==> config.mk <==
export PLATFORM = sky130hd
export DESIGN_NAME = wildcard_pattern_matcher_core
export DESIGN_NICKNAME = d
export VERILOG_FILES = /design/src/hw/rtl/wpm_pkg.sv /design/src/hw/rtl/wildcard_pattern_matcher_core.sv /design/src/hw/rtl/wpm_cell.sv /design/src/hw/rtl/wpm_out_skid.sv
export SDC_FILE = /design/constraint.sdc
export NUM_CORES = 1
export LEC_CHECK = 0
export BUFFER_PORTS_ARGS = -buffer_cell sky130_fd_sc_hd__buf_2
export CAP_MARGIN = 20
export CORE_ASPECT_RATIO = 2
export CORE_MARGIN = 2
export CORE_UTILIZATION = 60
export CTS_CLUSTER_SIZE = 24
export DETAILED_ROUTE_END_ITERATION = 8
export GPL_ROUTABILITY_DRIVEN = 0
export GPL_TIMING_DRIVEN = 0
export PLACE_DENSITY_LB_ADDON = 0.3
export SYNTH_ARGS = -nofsm -noshare
export SYNTH_HDL_FRONTEND = slang
export SYNTH_HIERARCHICAL = 1
export SYNTH_SLANG_ARGS = --single-unit
==> constraint.sdc <==
create_clock -name clk -period 61.2 [get_ports clk]
set_input_delay 9.18 -clock clk [delete_from_list [all_inputs] [get_ports clk]]
set_output_delay 9.18 -clock clk [all_outputs]
set_load 0.01 [all_outputs]
==> src/hw/rtl/wpm_pkg.sv <==
// wpm_pkg: shared types and constants of the wildcard pattern matcher
// no dependencies; imported by every module of the block
`default_nettype none

package wpm_pkg;

    // pattern geometry
    localparam int PATTERN_MAX = 63;
    localparam int CELL_COUNT  = PATTERN_MAX + 1;
    localparam int POS_W       = $clog2(CELL_COUNT);
    localparam int SYM_W       = 8;
    localparam int ACTION_W    = 2;

    // wildcard characters
    localparam logic [SYM_W-1:0] SYM_ANY = 8'h3F;   // '?'
    localparam logic [SYM_W-1:0] SYM_RUN = 8'h2A;   // '*'

    typedef enum logic [ACTION_W-1:0] {
        ACT_LOAD = 2'd0,
        ACT_TEXT = 2'd1,
        ACT_END  = 2'd2
    } action_t;

    // per-cycle command broadcast to every cell
    typedef struct packed {
        logic step;     // a text character is consumed
        logic clear;    // end of text, drop all active positions
    } wpm_cell_ctrl_t;

    // link from one cell to its right-hand neighbour
    typedef struct packed {
        logic carry;    // star closure reaches the neighbour
        logic adv;      // text character advances into the neighbour
    } wpm_link_t;

endpackage

`default_nettype wire

==> src/hw/rtl/wildcard_pattern_matcher_core.sv <==
// wildcard_pattern_matcher_core: top level of the wildcard pattern matcher
// depends on wpm_pkg, wpm_cell, wpm_out_skid
`default_nettype none

//  channel   | handshake              | payload
//  ----------+------------------------+------------------------------
//  input     | in_valid / in_ready    | action, position, symbol
//  output    | out_valid / out_ready  | matched
//  config    | cfg_valid / cfg_ready  | pattern_length
//
//  one input word is taken every cycle that in_ready is high; a load or
//  text word is absorbed in the cycle it is taken, an end word shows its
//  result in the next cycle; the cycle time is set by the star closure
//  rippling along the row of cells; results wait in a two-word buffer;
//  in_ready drops only while that buffer holds two unread words
//  reset leaves position zero armed and the length at zero; the pattern
//  characters are unknown until loaded
//  cfg_ready is always high

module wildcard_pattern_matcher_core
    import wpm_pkg::*;
(
    input  wire logic                clk,
    input  wire logic                rst_n,
    input  wire logic                in_valid,
    output logic                     in_ready,
    input  wire logic [ACTION_W-1:0] action,
    input  wire logic [POS_W-1:0]    position,
    input  wire logic [SYM_W-1:0]    symbol,
    output logic                     out_valid,
    input  wire logic                out_ready,
    output logic                     matched,
    input  wire logic                cfg_valid,
    output logic                     cfg_ready,
    input  wire logic [POS_W-1:0]    pattern_length
);

    logic [POS_W-1:0]    pattern_length_reg;
    logic [POS_W-1:0]    len_used;
    logic                fresh_reg;
    logic                fresh_next;
    logic                in_fire;
    logic                load_fire;
    logic                text_fire;
    logic                end_fire;
    logic                buf_full;
    wpm_cell_ctrl_t      ctrl;
    wpm_link_t           link_in  [CELL_COUNT];
    wpm_link_t           link_out [CELL_COUNT];
    logic [CELL_COUNT-1:0] closed_vec;
    logic [CELL_COUNT-1:0] in_use_vec;
    logic [CELL_COUNT-1:0] wr_en_vec;

    // ---------------------------------------------------------------
    // handshakes and word decode
    // ---------------------------------------------------------------
    assign cfg_ready = 1'b1;
    assign in_ready  = !buf_full;
    assign in_fire   = in_valid && in_ready;

    always_comb
    begin
        load_fire = 1'b0;
        text_fire = 1'b0;
        end_fire  = 1'b0;
        case (action_t'(action))
            ACT_LOAD: load_fire = in_fire;
            ACT_TEXT: text_fire = in_fire;
            ACT_END:  end_fire  = in_fire;
            default:  load_fire = 1'b0;     // unused code, word is dropped
        endcase
    end

    assign ctrl.step  = text_fire;
    assign ctrl.clear = end_fire;

    // length register; anything above PATTERN_MAX is clamped to PATTERN_MAX
    always_ff @(posedge clk or negedge rst_n)
    begin
        if (!rst_n)
        begin
            pattern_length_reg <= '0;
        end
        else if (cfg_valid && cfg_ready)
        begin
            pattern_length_reg <= pattern_length;
        end
    end

    assign len_used = (pattern_length_reg > POS_W'(PATTERN_MAX)) ?
                      POS_W'(PATTERN_MAX) : pattern_length_reg;

    // ---------------------------------------------------------------
    // start token: position zero is armed after reset and after each end
    // word; it enters the row as closure into the first cell, so the cell
    // registers themselves all reset to zero
    // ---------------------------------------------------------------
    always_comb
    begin
        fresh_next = fresh_reg;
        if (end_fire)
        begin
            fresh_next = 1'b1;
        end
        else if (text_fire)
        begin
            fresh_next = 1'b0;
        end
    end

    always_ff @(posedge clk or negedge rst_n)
    begin
        if (!rst_n)
        begin
            fresh_reg <= 1'b1;
        end
        else
        begin
            fresh_reg <= fresh_next;
        end
    end

    // ---------------------------------------------------------------
    // row of cells, one per pattern position plus the final position
    // ---------------------------------------------------------------
    assign link_in[0].carry = fresh_reg;
    assign link_in[0].adv   = 1'b0;

    for (genvar p = 0; p < CELL_COUNT; p++)
    begin : g_cell
        // a cell takes part only below the length in use
        assign in_use_vec[p] = ({1'b0, POS_W'(p)} < {1'b0, len_used});
        // the final position holds no character and is never written
        assign wr_en_vec[p]  = load_fire && (position == POS_W'(p))
                               && (position < POS_W'(PATTERN_MAX));

        if (p > 0)
        begin : g_chain
            assign link_in[p] = link_out[p-1];
        end

        wpm_cell u_cell
        (
            .clk      (clk),
            .rst_n    (rst_n),
            .ctrl     (ctrl),
            .wr_en    (wr_en_vec[p]),
            .in_use   (in_use_vec[p]),
            .symbol   (symbol),
            .link_in  (link_in[p]),
            .link_out (link_out[p]),
            .closed   (closed_vec[p])
        );
    end

    // ---------------------------------------------------------------
    // result buffer: end word reports the closed bit at the length in use
    // ---------------------------------------------------------------
    wpm_out_skid u_out_skid
    (
        .clk       (clk),
        .rst_n     (rst_n),
        .push      (end_fire),
        .push_data (closed_vec[len_used]),
        .full      (buf_full),
        .out_valid (out_valid),
        .out_ready (out_ready),
        .matched   (matched)
    );

    // ---------------------------------------------------------------
    // checks
    // ---------------------------------------------------------------
    a_end_gives_word: assert property (@(posedge clk) disable iff (!rst_n)
        end_fire |=> out_valid)
        else $error("end word produced no result");

    a_end_rearms: assert property (@(posedge clk) disable iff (!rst_n)
        end_fire |=> (fresh_reg && (closed_vec[0] || !in_use_vec[0]
                      || closed_vec[0] == fresh_reg)))
        else $error("start position not rearmed after end word");

    a_text_consumes_start: assert property (@(posedge clk) disable iff (!rst_n)
        text_fire |=> !fresh_reg)
        else $error("start token kept after text character");

    a_row_end_quiet: assert property (@(posedge clk) disable iff (!rst_n)
        !link_out[CELL_COUNT-1].carry && !link_out[CELL_COUNT-1].adv)
        else $error("activity passed beyond the final position");

endmodule

`default_nettype wire

==> src/hw/rtl/wpm_cell.sv <==
// wpm_cell: one pattern position, holding its character and its active bit
// depends on wpm_pkg
`default_nettype none

module wpm_cell
    import wpm_pkg::*;
(
    input  wire logic           clk,
    input  wire logic           rst_n,
    input  wire wpm_cell_ctrl_t ctrl,
    input  wire logic           wr_en,
    input  wire logic           in_use,
    input  wire logic [SYM_W-1:0] symbol,
    input  wire wpm_link_t      link_in,
    output wpm_link_t           link_out,
    output logic                closed
);

    logic [SYM_W-1:0] char_reg;
    logic             act_reg;
    logic             act_next;
    logic             is_star;
    logic             hit;
    logic             keep;

    // pattern character, no reset: only read once loaded
    always_ff @(posedge clk)
    begin
        if (wr_en)
        begin
            char_reg <= symbol;
        end
    end

    always_comb
    begin
        is_star        = (char_reg == SYM_RUN);
        hit            = (char_reg == SYM_ANY) || (char_reg == symbol);
        closed         = act_reg || link_in.carry;
        keep           = in_use && is_star && closed;
        link_out.carry = keep;
        link_out.adv   = in_use && !is_star && closed && hit;
    end

    always_comb
    begin
        act_next = act_reg;
        if (ctrl.clear)
        begin
            act_next = 1'b0;
        end
        else if (ctrl.step)
        begin
            act_next = keep || link_in.adv;
        end
    end

    always_ff @(posedge clk or negedge rst_n)
    begin
        if (!rst_n)
        begin
            act_reg <= 1'b0;
        end
        else
        begin
            act_reg <= act_next;
        end
    end

endmodule

`default_nettype wire

==> src/hw/rtl/wpm_out_skid.sv <==
// wpm_out_skid: two-word result buffer between the cell row and the output port
// depends on wpm_pkg (imported for house consistency)
`default_nettype none

module wpm_out_skid
    import wpm_pkg::*;
(
    input  wire logic clk,
    input  wire logic rst_n,
    input  wire logic push,
    input  wire logic push_data,
    output logic      full,
    output logic      out_valid,
    input  wire logic out_ready,
    output logic      matched
);

    logic [1:0] count_reg;
    logic [1:0] count_next;
    logic       slot0_reg;
    logic       slot0_next;
    logic       slot1_reg;
    logic       slot1_next;
    logic       pop;

    assign full      = (count_reg == 2'd2);
    assign out_valid = (count_reg != 2'd0);
    assign matched   = slot0_reg;
    assign pop       = out_valid && out_ready;

    always_comb
    begin
        count_next = count_reg;
        slot0_next = slot0_reg;
        slot1_next = slot1_reg;
        case ({push, pop})
            2'b10:
            begin
                count_next = count_reg + 2'd1;
                if (count_reg == 2'd0)
                begin
                    slot0_next = push_data;
                end
                else
                begin
                    slot1_next = push_data;
                end
            end
            2'b01:
            begin
                count_next = count_reg - 2'd1;
                slot0_next = slot1_reg;
            end
            2'b11:
            begin
                // one word in, one out: only reachable with a single word held
                slot0_next = push_data;
            end
            default:
            begin
                count_next = count_reg;
            end
        endcase
    end

    always_ff @(posedge clk or negedge rst_n)
    begin
        if (!rst_n)
        begin
            count_reg <= 2'd0;
        end
        else
        begin
            count_reg <= count_next;
        end
    end

    always_ff @(posedge clk)
    begin
        slot0_reg <= slot0_next;
        slot1_reg <= slot1_next;
    end

    a_count_range: assert property (@(posedge clk) disable iff (!rst_n)
        count_reg != 2'd3)
        else $error("result buffer count out of range");

    a_no_push_when_full: assert property (@(posedge clk) disable iff (!rst_n)
        push |-> !full)
        else $error("result pushed into full buffer");

    a_pop_drains: assert property (@(posedge clk) disable iff (!rst_n)
        (pop && !push && count_reg == 2'd1) |=> !out_valid)
        else $error("buffer not empty after last word taken");

endmodule

`default_nettype wire
# Yosys cells after proc, flatten, opt, wreduce, memory -nomap -nowiden
# Cells that the tools add are included.
[op_classes] add_sub_neg=2 n_lt_le_gt_ge=66 eq_ne=258 mux=139 bitwise=1 n_reduce_logical=705
[op_table] operator="$eq 8x6->1 const B" n=126
[op_table] operator="$eq 8x8->1" n=63
[op_table] operator="$logic_and 1x1->1" n=443
[op_table] operator="$logic_or 1x1->1" n=189
[op_table] operator="$eq 6x6->1 const B" n=31
[op_table] operator="$lt 6x6->1 const A" n=31
[op_table] operator="$mux 1" n=135
[op_table] operator="$eq 6x5->1 const B" n=16
[op_table] operator="$lt 5x6->1 const A" n=16
[op_table] operator="$logic_not 1->1" n=64
[op_table] operator="$eq 6x4->1 const B" n=8
[op_table] operator="$lt 4x6->1 const A" n=8
[op_table] operator="$eq 6x3->1 const B" n=4
[op_table] operator="$lt 3x6->1 const A" n=4
[op_table] operator="$eq 6x2->1 const B" n=2
[op_table] operator="$lt 1x6->1 const A" n=2
[op_table] operator="$lt 2x6->1 const A" n=2
[op_table] operator="$eq 2x2->1 const B" n=4
[op_table] operator="$lt 6x7->1 const B" n=1
[op_table] operator="$bmux 1 s6" n=1
[op_table] operator="$eq 6x1->1 const B" n=1
[op_table] operator="$gt 6x6->1 const B" n=1
[op_table] operator="$logic_not 6->1" n=1
[op_table] operator="$lt 6x6->1 const B" n=1
[op_table] operator="12 further kinds" n=17
[totals] regBits=579 output_inout_bits=4

# Logic depth before layout (Yosys ltp)
[logic_depth] depth_word=134 ltp_mapped=263 ltp_nobuf=199

# Cells and area by module
# Netlist, hierarchy kept.
[by_module_without_submodules] mod="wpm_cell" n_inst=64 cells_per_inst=34 area_per_inst_um2=457.9 seq_area_each_um2=265.3
[by_module_without_submodules] mod="wildcard_pattern_matcher_core" n_inst=1 cells_per_inst=278 area_per_inst_um2=1885.6 seq_area_each_um2=176.4
[by_module_without_submodules] mod="wpm_out_skid" n_inst=1 cells_per_inst=19 area_per_inst_um2=216.5 seq_area_each_um2=110.1

# Worst setup path after synthesis
# No wires, ideal clock.
[synth_path] kind="register -> register" from="reg pattern_length_reg[0]" to="reg u_out_skid.slot0_reg (netlist: u_out_skid/matched) (data pin)" arrival_time_ns=39.242 setup_slack_ns=21.698 path_stages_with_launch=264 n_path_buf=66 period_less_slack_ns=39.502 cell_sequence="dfrtp_1 > buf_6 > buf_6 > buf_2 > nor3_1 > nand2_1 > o21ai_0 > nor2_1 > and2_2 > buf_4 > o21ai_0 > nor2_1 > and2_2 > buf_4 > o21ai_0 > nor2_1 > and2_2 > buf_4 > [228 not listed] > o21ai_0 > nor2_1 > and2_2 > buf_4 > o21ai_0 > nor2_1 > and2_2 > buf_4 > o21ai_0 > nor2_1 > and2_2 > buf_4 > or2_2 > mux4_2 > a221o_1 > nor2_1 > o32ai_1 > mux2_2"
[synth_between] elab_chain_len=134 elab_cells_between_ends=258 cone_classes="order compare: 64; mux: 5; reduce/logical: 189"
[synth_rtl] element="from (decl)" line_no="wildcard_pattern_matcher_core.sv:38" rtl="logic [POS_W-1:0] pattern_length_reg;"
[synth_rtl] element="from (signal assigned)" line_no="wildcard_pattern_matcher_core.sv:86" rtl="pattern_length_reg <= pattern_length;"
[synth_rtl] element="$gt 6x6->1" line_no="wildcard_pattern_matcher_core.sv:90" rtl="assign len_used = (pattern_length_reg > POS_W'(PATTERN_MAX)) ?"
[synth_rtl] element="$mux 6 *" line_no="wildcard_pattern_matcher_core.sv:90"
[synth_rtl] element="$lt 1x6->1 *" line_no="wildcard_pattern_matcher_core.sv:132" rtl="assign in_use_vec[p] = ({1'b0, POS_W'(p)} < {1'b0, len_used});"
[synth_rtl] element="named net in_use_vec[0]" line_no="wildcard_pattern_matcher_core.sv:51" rtl="logic [CELL_COUNT-1:0] in_use_vec;"
[synth_rtl] element="$logic_and 1x1->1 * (2 in a row)" line_no="wpm_cell.sv:40" rtl="keep = in_use && is_star && closed;"
[synth_rtl] element="named net g_cell[0].u_cell.keep" line_no="wpm_cell.sv:24" rtl="logic keep;"
[synth_rtl] element="$logic_or 1x1->1 *" line_no="wpm_cell.sv:39" rtl="closed = act_reg || link_in.carry;"
[synth_rtl] element="$logic_and 1x1->1 *" line_no="wpm_cell.sv:40"
[synth_rtl] element="named net g_cell[1].u_cell.keep" line_no="wpm_cell.sv:24"
[synth_rtl] element="[2 not listed]"
[synth_rtl] element="named net g_cell[2].u_cell.keep" line_no="wpm_cell.sv:24"
[synth_rtl] element="[2 not listed]"
[synth_rtl] element="named net g_cell[3].u_cell.keep" line_no="wpm_cell.sv:24"
[synth_rtl] element="[2 not listed]"
[synth_rtl] element="named net g_cell[4].u_cell.keep" line_no="wpm_cell.sv:24"
[synth_rtl] element="[2 not listed]"
[synth_rtl] element="named net g_cell[5].u_cell.keep" line_no="wpm_cell.sv:24"
[synth_rtl] element="[2 not listed]"
[synth_rtl] element="named net g_cell[6].u_cell.keep" line_no="wpm_cell.sv:24"
[synth_rtl] element="[2 not listed]"
[synth_rtl] element="named net g_cell[7].u_cell.keep" line_no="wpm_cell.sv:24"
[synth_rtl] element="[2 not listed]"
[synth_rtl] element="named net g_cell[8].u_cell.keep" line_no="wpm_cell.sv:24"
[synth_rtl] element="[2 not listed]"
[synth_rtl] element="named net g_cell[9].u_cell.keep" line_no="wpm_cell.sv:24"
[synth_rtl] element="[2 not listed]"
[synth_rtl] element="named net g_cell[10].u_cell.keep" line_no="wpm_cell.sv:24"
[synth_rtl] element="[2 not listed]"
[synth_rtl] element="named net g_cell[11].u_cell.keep" line_no="wpm_cell.sv:24"
[synth_rtl] element="[2 not listed]"
[synth_rtl] element="named net g_cell[12].u_cell.keep" line_no="wpm_cell.sv:24"
[synth_rtl] element="[2 not listed]"
[synth_rtl] element="named net g_cell[13].u_cell.keep" line_no="wpm_cell.sv:24"
[synth_rtl] element="[2 not listed]"
[synth_rtl] element="named net g_cell[14].u_cell.keep" line_no="wpm_cell.sv:24"
[synth_rtl] element="[2 not listed]"
[synth_rtl] element="named net g_cell[15].u_cell.keep" line_no="wpm_cell.sv:24"
[synth_rtl] element="[2 not listed]"
[synth_rtl] element="named net g_cell[16].u_cell.keep" line_no="wpm_cell.sv:24"
[synth_rtl] element="[2 not listed]"
[synth_rtl] element="named net g_cell[17].u_cell.keep" line_no="wpm_cell.sv:24"
[synth_rtl] element="[2 not listed]"
[synth_rtl] element="named net g_cell[18].u_cell.keep" line_no="wpm_cell.sv:24"
[synth_rtl] element="[2 not listed]"
[synth_rtl] element="named net g_cell[19].u_cell.keep" line_no="wpm_cell.sv:24"
[synth_rtl] element="[2 not listed]"
[synth_rtl] element="named net g_cell[20].u_cell.keep" line_no="wpm_cell.sv:24"
[synth_rtl] element="[2 not listed]"
[synth_rtl] element="named net g_cell[21].u_cell.keep" line_no="wpm_cell.sv:24"
[synth_rtl] element="[2 not listed]"
[synth_rtl] element="named net g_cell[22].u_cell.keep" line_no="wpm_cell.sv:24"
[synth_rtl] element="[2 not listed]"
[synth_rtl] element="named net g_cell[23].u_cell.keep" line_no="wpm_cell.sv:24"
[synth_rtl] element="[2 not listed]"
[synth_rtl] element="named net g_cell[24].u_cell.keep" line_no="wpm_cell.sv:24"
[synth_rtl] element="[2 not listed]"
[synth_rtl] element="named net g_cell[25].u_cell.keep" line_no="wpm_cell.sv:24"
[synth_rtl] element="[2 not listed]"
[synth_rtl] element="named net g_cell[26].u_cell.keep" line_no="wpm_cell.sv:24"
[synth_rtl] element="[2 not listed]"
[synth_rtl] element="named net g_cell[27].u_cell.keep" line_no="wpm_cell.sv:24"
[synth_rtl] element="[2 not listed]"
[synth_rtl] element="named net g_cell[28].u_cell.keep" line_no="wpm_cell.sv:24"
[synth_rtl] element="[2 not listed]"
[synth_rtl] element="named net g_cell[29].u_cell.keep" line_no="wpm_cell.sv:24"
[synth_rtl] element="[2 not listed]"
[synth_rtl] element="named net g_cell[30].u_cell.keep" line_no="wpm_cell.sv:24"
[synth_rtl] element="[2 not listed]"
[synth_rtl] element="named net g_cell[31].u_cell.keep" line_no="wpm_cell.sv:24"
[synth_rtl] element="[2 not listed]"
[synth_rtl] element="named net g_cell[32].u_cell.keep" line_no="wpm_cell.sv:24"
[synth_rtl] element="[2 not listed]"
[synth_rtl] element="named net g_cell[33].u_cell.keep" line_no="wpm_cell.sv:24"
[synth_rtl] element="[2 not listed]"
[synth_rtl] element="named net g_cell[34].u_cell.keep" line_no="wpm_cell.sv:24"
[synth_rtl] element="[2 not listed]"
[synth_rtl] element="named net g_cell[35].u_cell.keep" line_no="wpm_cell.sv:24"
[synth_rtl] element="[2 not listed]"
[synth_rtl] element="named net g_cell[36].u_cell.keep" line_no="wpm_cell.sv:24"
[synth_rtl] element="[2 not listed]"
[synth_rtl] element="named net g_cell[37].u_cell.keep" line_no="wpm_cell.sv:24"
[synth_rtl] element="[2 not listed]"
[synth_rtl] element="named net g_cell[38].u_cell.keep" line_no="wpm_cell.sv:24"
[synth_rtl] element="[2 not listed]"
[synth_rtl] element="named net g_cell[39].u_cell.keep" line_no="wpm_cell.sv:24"
[synth_rtl] element="[2 not listed]"
[synth_rtl] element="named net g_cell[40].u_cell.keep" line_no="wpm_cell.sv:24"
[synth_rtl] element="[2 not listed]"
[synth_rtl] element="named net g_cell[41].u_cell.keep" line_no="wpm_cell.sv:24"
[synth_rtl] element="[2 not listed]"
[synth_rtl] element="named net g_cell[42].u_cell.keep" line_no="wpm_cell.sv:24"
[synth_rtl] element="[2 not listed]"
[synth_rtl] element="named net g_cell[43].u_cell.keep" line_no="wpm_cell.sv:24"
[synth_rtl] element="[2 not listed]"
[synth_rtl] element="named net g_cell[44].u_cell.keep" line_no="wpm_cell.sv:24"
[synth_rtl] element="[2 not listed]"
[synth_rtl] element="named net g_cell[45].u_cell.keep" line_no="wpm_cell.sv:24"
[synth_rtl] element="[2 not listed]"
[synth_rtl] element="named net g_cell[46].u_cell.keep" line_no="wpm_cell.sv:24"
[synth_rtl] element="[2 not listed]"
[synth_rtl] element="named net g_cell[47].u_cell.keep" line_no="wpm_cell.sv:24"
[synth_rtl] element="[2 not listed]"
[synth_rtl] element="named net g_cell[48].u_cell.keep" line_no="wpm_cell.sv:24"
[synth_rtl] element="[2 not listed]"
[synth_rtl] element="named net g_cell[49].u_cell.keep" line_no="wpm_cell.sv:24"
[synth_rtl] element="[2 not listed]"
[synth_rtl] element="named net g_cell[50].u_cell.keep" line_no="wpm_cell.sv:24"
[synth_rtl] element="[2 not listed]"
[synth_rtl] element="named net g_cell[51].u_cell.keep" line_no="wpm_cell.sv:24"
[synth_rtl] element="[2 not listed]"
[synth_rtl] element="named net g_cell[52].u_cell.keep" line_no="wpm_cell.sv:24"
[synth_rtl] element="[2 not listed]"
[synth_rtl] element="named net g_cell[53].u_cell.keep" line_no="wpm_cell.sv:24"
[synth_rtl] element="[2 not listed]"
[synth_rtl] element="named net g_cell[54].u_cell.keep" line_no="wpm_cell.sv:24"
[synth_rtl] element="[2 not listed]"
[synth_rtl] element="named net g_cell[55].u_cell.keep" line_no="wpm_cell.sv:24"
[synth_rtl] element="[2 not listed]"
[synth_rtl] element="named net g_cell[56].u_cell.keep" line_no="wpm_cell.sv:24"
[synth_rtl] element="[2 not listed]"
[synth_rtl] element="named net g_cell[57].u_cell.keep" line_no="wpm_cell.sv:24"
[synth_rtl] element="[2 not listed]"
[synth_rtl] element="named net g_cell[58].u_cell.keep" line_no="wpm_cell.sv:24"
[synth_rtl] element="[2 not listed]"
[synth_rtl] element="named net g_cell[59].u_cell.keep" line_no="wpm_cell.sv:24"
[synth_rtl] element="[2 not listed]"
[synth_rtl] element="named net g_cell[60].u_cell.keep" line_no="wpm_cell.sv:24"
[synth_rtl] element="[2 not listed]"
[synth_rtl] element="named net g_cell[61].u_cell.keep" line_no="wpm_cell.sv:24"
[synth_rtl] element="[2 not listed]"
[synth_rtl] element="named net g_cell[62].u_cell.keep" line_no="wpm_cell.sv:24"
[synth_rtl] element="$logic_or 1x1->1 *" line_no="wpm_cell.sv:39"
[synth_rtl] element="named net closed_vec[63]" line_no="wildcard_pattern_matcher_core.sv:50" rtl="logic [CELL_COUNT-1:0] closed_vec;"
[synth_rtl] element="$bmux 1 s6 *" line_no="wildcard_pattern_matcher_core.sv:164" rtl=".push_data (closed_vec[len_used]),"
[synth_rtl] element="$mux 1 (implied by the code) *" line_no="wildcard_pattern_matcher_core.sv:164"
[synth_rtl] element="$mux 1" line_no="wpm_out_skid.sv:40" rtl="if (count_reg == 2'd0)"
[synth_rtl] element="$pmux 1 s3 *" line_no="wpm_out_skid.sv:36" rtl="case ({push, pop})"
[synth_rtl] element="named net u_out_skid.slot0_next" line_no="wpm_out_skid.sv:21" rtl="logic slot0_next;"
[synth_rtl] element="to (signal assigned)" line_no="wpm_out_skid.sv:80" rtl="slot0_reg <= slot0_next;"
[synth_rtl] element="to (decl)" line_no="wpm_out_skid.sv:20" rtl="logic slot0_reg;"
# Mark *: on every way through the listed nets, which the timed path passes. The rest lies on a longest branch. The select of a mux whose other input is x is not followed.
# A chain may end at the register's enable or synchronous reset.

# Final worst setup path
[layout_path] from="reg pattern_length_reg[5]" to="reg u_out_skid.slot0_reg (netlist: u_out_skid/matched) (data pin)"
[layout_between] elab_cells_between_ends=258 cone_classes="order compare: 64; mux: 5; reduce/logical: 189"
[layout_rtl] element="$gt 6x6->1" line_no="wildcard_pattern_matcher_core.sv:90"
[layout_rtl] element="$mux 6 *" line_no="wildcard_pattern_matcher_core.sv:90"
[layout_rtl] element="$lt 4x6->1 *" line_no="wildcard_pattern_matcher_core.sv:132"
[layout_rtl] element="named net in_use_vec[15]" line_no="wildcard_pattern_matcher_core.sv:51"
[layout_rtl] element="$logic_and 1x1->1 * (2 in a row)" line_no="wpm_cell.sv:40"
[layout_rtl] element="named net g_cell[15].u_cell.keep" line_no="wpm_cell.sv:24"
[layout_rtl] element="$logic_or 1x1->1 *" line_no="wpm_cell.sv:39"
[layout_rtl] element="$logic_and 1x1->1 *" line_no="wpm_cell.sv:40"
[layout_rtl] element="named net g_cell[16].u_cell.keep" line_no="wpm_cell.sv:24"
[layout_rtl] element="[2 not listed]"
[layout_rtl] element="named net g_cell[17].u_cell.keep" line_no="wpm_cell.sv:24"
[layout_rtl] element="[2 not listed]"
[layout_rtl] element="named net g_cell[18].u_cell.keep" line_no="wpm_cell.sv:24"
[layout_rtl] element="[2 not listed]"
[layout_rtl] element="named net g_cell[19].u_cell.keep" line_no="wpm_cell.sv:24"
[layout_rtl] element="[2 not listed]"
[layout_rtl] element="named net g_cell[20].u_cell.keep" line_no="wpm_cell.sv:24"
[layout_rtl] element="[2 not listed]"
[layout_rtl] element="named net g_cell[21].u_cell.keep" line_no="wpm_cell.sv:24"
[layout_rtl] element="[2 not listed]"
[layout_rtl] element="named net g_cell[22].u_cell.keep" line_no="wpm_cell.sv:24"
[layout_rtl] element="[2 not listed]"
[layout_rtl] element="named net g_cell[23].u_cell.keep" line_no="wpm_cell.sv:24"
[layout_rtl] element="[2 not listed]"
[layout_rtl] element="named net g_cell[24].u_cell.keep" line_no="wpm_cell.sv:24"
[layout_rtl] element="[2 not listed]"
[layout_rtl] element="named net g_cell[25].u_cell.keep" line_no="wpm_cell.sv:24"
[layout_rtl] element="[2 not listed]"
[layout_rtl] element="named net g_cell[26].u_cell.keep" line_no="wpm_cell.sv:24"
[layout_rtl] element="[2 not listed]"
[layout_rtl] element="named net g_cell[27].u_cell.keep" line_no="wpm_cell.sv:24"
[layout_rtl] element="[2 not listed]"
[layout_rtl] element="named net g_cell[28].u_cell.keep" line_no="wpm_cell.sv:24"
[layout_rtl] element="[2 not listed]"
[layout_rtl] element="named net g_cell[29].u_cell.keep" line_no="wpm_cell.sv:24"
[layout_rtl] element="[2 not listed]"
[layout_rtl] element="named net g_cell[30].u_cell.keep" line_no="wpm_cell.sv:24"
[layout_rtl] element="[2 not listed]"
[layout_rtl] element="named net g_cell[31].u_cell.keep" line_no="wpm_cell.sv:24"
[layout_rtl] element="[2 not listed]"
[layout_rtl] element="named net g_cell[32].u_cell.keep" line_no="wpm_cell.sv:24"
[layout_rtl] element="[2 not listed]"
[layout_rtl] element="named net g_cell[33].u_cell.keep" line_no="wpm_cell.sv:24"
[layout_rtl] element="[2 not listed]"
[layout_rtl] element="named net g_cell[34].u_cell.keep" line_no="wpm_cell.sv:24"
[layout_rtl] element="[2 not listed]"
[layout_rtl] element="named net g_cell[35].u_cell.keep" line_no="wpm_cell.sv:24"
[layout_rtl] element="[2 not listed]"
[layout_rtl] element="named net g_cell[36].u_cell.keep" line_no="wpm_cell.sv:24"
[layout_rtl] element="[2 not listed]"
[layout_rtl] element="named net g_cell[37].u_cell.keep" line_no="wpm_cell.sv:24"
[layout_rtl] element="[2 not listed]"
[layout_rtl] element="named net g_cell[38].u_cell.keep" line_no="wpm_cell.sv:24"
[layout_rtl] element="[2 not listed]"
[layout_rtl] element="named net g_cell[39].u_cell.keep" line_no="wpm_cell.sv:24"
[layout_rtl] element="[2 not listed]"
[layout_rtl] element="named net g_cell[40].u_cell.keep" line_no="wpm_cell.sv:24"
[layout_rtl] element="[2 not listed]"
[layout_rtl] element="named net g_cell[41].u_cell.keep" line_no="wpm_cell.sv:24"
[layout_rtl] element="[2 not listed]"
[layout_rtl] element="named net g_cell[42].u_cell.keep" line_no="wpm_cell.sv:24"
[layout_rtl] element="[2 not listed]"
[layout_rtl] element="named net g_cell[43].u_cell.keep" line_no="wpm_cell.sv:24"
[layout_rtl] element="[2 not listed]"
[layout_rtl] element="named net g_cell[44].u_cell.keep" line_no="wpm_cell.sv:24"
[layout_rtl] element="[2 not listed]"
[layout_rtl] element="named net g_cell[45].u_cell.keep" line_no="wpm_cell.sv:24"
[layout_rtl] element="[2 not listed]"
[layout_rtl] element="named net g_cell[46].u_cell.keep" line_no="wpm_cell.sv:24"
[layout_rtl] element="[2 not listed]"
[layout_rtl] element="named net g_cell[47].u_cell.keep" line_no="wpm_cell.sv:24"
[layout_rtl] element="[2 not listed]"
[layout_rtl] element="named net g_cell[48].u_cell.keep" line_no="wpm_cell.sv:24"
[layout_rtl] element="[2 not listed]"
[layout_rtl] element="named net g_cell[49].u_cell.keep" line_no="wpm_cell.sv:24"
[layout_rtl] element="[2 not listed]"
[layout_rtl] element="named net g_cell[50].u_cell.keep" line_no="wpm_cell.sv:24"
[layout_rtl] element="[2 not listed]"
[layout_rtl] element="named net g_cell[51].u_cell.keep" line_no="wpm_cell.sv:24"
[layout_rtl] element="[2 not listed]"
[layout_rtl] element="named net g_cell[52].u_cell.keep" line_no="wpm_cell.sv:24"
[layout_rtl] element="[2 not listed]"
[layout_rtl] element="named net g_cell[53].u_cell.keep" line_no="wpm_cell.sv:24"
[layout_rtl] element="[2 not listed]"
[layout_rtl] element="named net g_cell[54].u_cell.keep" line_no="wpm_cell.sv:24"
[layout_rtl] element="[2 not listed]"
[layout_rtl] element="named net g_cell[55].u_cell.keep" line_no="wpm_cell.sv:24"
[layout_rtl] element="[2 not listed]"
[layout_rtl] element="named net g_cell[56].u_cell.keep" line_no="wpm_cell.sv:24"
[layout_rtl] element="[2 not listed]"
[layout_rtl] element="named net g_cell[57].u_cell.keep" line_no="wpm_cell.sv:24"
[layout_rtl] element="[2 not listed]"
[layout_rtl] element="named net g_cell[58].u_cell.keep" line_no="wpm_cell.sv:24"
[layout_rtl] element="[2 not listed]"
[layout_rtl] element="named net g_cell[59].u_cell.keep" line_no="wpm_cell.sv:24"
[layout_rtl] element="[2 not listed]"
[layout_rtl] element="named net g_cell[60].u_cell.keep" line_no="wpm_cell.sv:24"
[layout_rtl] element="[2 not listed]"
[layout_rtl] element="named net g_cell[61].u_cell.keep" line_no="wpm_cell.sv:24"
[layout_rtl] element="[2 not listed]"
[layout_rtl] element="named net g_cell[62].u_cell.keep" line_no="wpm_cell.sv:24"
[layout_rtl] element="$logic_or 1x1->1 *" line_no="wpm_cell.sv:39"
[layout_rtl] element="named net closed_vec[63]" line_no="wildcard_pattern_matcher_core.sv:50"
[layout_rtl] element="$bmux 1 s6 *" line_no="wildcard_pattern_matcher_core.sv:164"
[layout_rtl] element="$mux 1 (implied by the code) *" line_no="wildcard_pattern_matcher_core.sv:164"
[layout_rtl] element="$mux 1" line_no="wpm_out_skid.sv:40"
[layout_rtl] element="$pmux 1 s3 *" line_no="wpm_out_skid.sv:36"
[layout_rtl] element="named net u_out_skid.slot0_next" line_no="wpm_out_skid.sv:21"
# Marked as above.

==> reports/results.tsv <==
metric	value	unit
routed length per instance	23.6	µm
1st-iter DRT viols	1518	
fraction of layout cells with a size suffix above 1	0.215	
Int Pwr	711	µW
dpl cells	3186	
via/cell ratio	6.41	
commonest non-fill, non-tap cell in the layout	edfxtp_1	
metal2 WL	40300	µm
chip width	165	µm
status	completed	
RSZ-0062 raised after global routing	false	
Comb power frac	0.162	
Metal-1 WL	28000	µm
setup_tns	0	ns
CTS Buf Count	49	
CP Capture Type	flop	
Clk network pwr share	0.346	
area occupied by multi-input gates	13400	µm²
clock root buffer	clkbuf_16	
placed inst area	32900	µm²
Worst VDD drop	0.0000373	V
vias in the first global route	22300	
hold buffer count at CTS	0	
Startpoint Class	flop	
remaining global-route overflow	0	
post-route worst setup slack	14.82	ns
post-cts resize count	0	
H-tree depth	2	
gate count of the mapped netlist	2457	
placement row count	118	
core area	51700	µm²
Tightest Hold Check Type	flop to flop	
max reg flops	512	
DR DRC count	0	
fillcell total	3701	
insertion delay to the later sink of the worst-skew pair	0.60	ns
YS warnings	6	
CP most frequent cell	nor2_1	
initial antenna violation count	0	
global-route wire length before repair	120000	µm
Port Buffers	28	
Net Switching	247	µW
Cell Count, Final, Fillers Out	3277	
drt total wl	77500	µm
met3 routed WL	3880	µm
Pwr Density	27.7	nW/µm²
CTS Sinks	587	
Pins Over Slew Limit	0	
fin nets	2606	
Area growth syn-to-layout	10.4	%
detailed-router iteration count before antenna repair	5	
top routing layer in use	met4	
fin crit share	0.758	
Setup Buffers After CTS	0	
DRT antenna net count	0	
crit-path max FO	9	
die area	54100	µm²
Seq pwr share	0.492	
Max-Cap Viols	0	
pre-CTS setup slack	15.92	ns
Worst Skew	0.0243	ns
slowest cell on the critical path	nor2_1	
Worst-path clk slew	0.07	ns
Fin. Hold Viols	0	
pin count of the biggest net entering global routing	86	
Min Hold Slack	0.479	ns
Worst Path Required	61.54	ns
Crit Path Class	flop to flop	
Tmin final	46.38	ns
Worst EP arrival	46.71	ns
overall routing resource usage	0.291	
Finished Cell Area	34500	µm²
io pins	31	
CTS tree	built	
max_slew headroom	0.296	
Initial Utilization	0.605	
worst slew pin tran	1.06	ns
Highest Clock Rate	0.0216	GHz
register area	17300	µm²
final-report setup violation count	0	
post-DP HPWL	52000	µm
commonest cells after routing, fill and taps aside	edfxtp_1 (514), xnor2_1 (506), nor2_1 (273)	
switching share of power	0.258	
Die Span Y	327	µm
DR vias	21000	
Post-Syn Area per Cell	12.7	µm²
CP peak stage delay	0.75	ns
P_leak	11.5	nW
Mapped Area	31300	µm²
Max clock buf depth	3	
[critical path, delay by kind of cell (launching register included)]
| kind | cells | cell delay (ns) |
|---|---|---|
| compound gates | 65 | 14.90 |
| buf+inv | 64 | 8.48 |
| flops | 1 | 0.48 |
| mux | 2 | 0.84 |
| simple gates | 131 | 21.48 |
[power groups by stage]
stage                     registers [mW]  logic (mW)  clock network [mW]
after floorplan                    0.475       0.101                   0
after global placement             0.479       0.152                   0
after detailed placement           0.479       0.154                   0
after CTS                          0.471       0.154               0.336
after global routing               0.474       0.167               0.351
final                              0.471       0.155               0.331
[metal layers]
metal,up-vias,GRT usage
met5,-,0
met4,0,0.170
met3,253,0.0342
met2,747,0.521
met1,10500,0.330
li1,9492,-
[final cells by class]
cell class | instances | share of cell area
tap | 660 | 0.0239
sequential | 587 | 0.500
clock inverter | 22 | 0.0102
multi-input combinational | 1781 | 0.388
buffer | 86 | 0.0176
inverter | 12 | 0.00130
antenna | 2 | 0.000145
clock buffer | 67 | 0.0386
timing repair buffer | 60 | 0.0202
[through the flow]
| stage | util | power (mW) |
|---|---|---|
| 4_1_cts | 0.668 | 0.961 |
| 3_5_place_dp | 0.636 | 0.633 |
| 6_report | 0.669 | 0.958 |
| 3_3_place_gp | 0.625 | 0.631 |
| 2_1_floorplan | - | 0.577 |
| 5_1_grt | 0.668 | 0.991 |
[final timing paths]
path                                             from                        end  slack (ns)  cells after the start
min in group asynchronous                       rst_n  g_cell[51].u_cell/act_reg        8.60                      1
worst max-delay path            pattern_length_reg[5]         u_out_skid/matched       14.82                    262
worst max register to register  pattern_length_reg[5]         u_out_skid/matched       14.82                    262
worst min register to register              fresh_reg                  fresh_reg        0.48                      2
max in group asynchronous                       rst_n                  fresh_reg       51.85                      2
worst min-delay path                        fresh_reg                  fresh_reg        0.48                      2
Power figures use the tool's default switching activity.
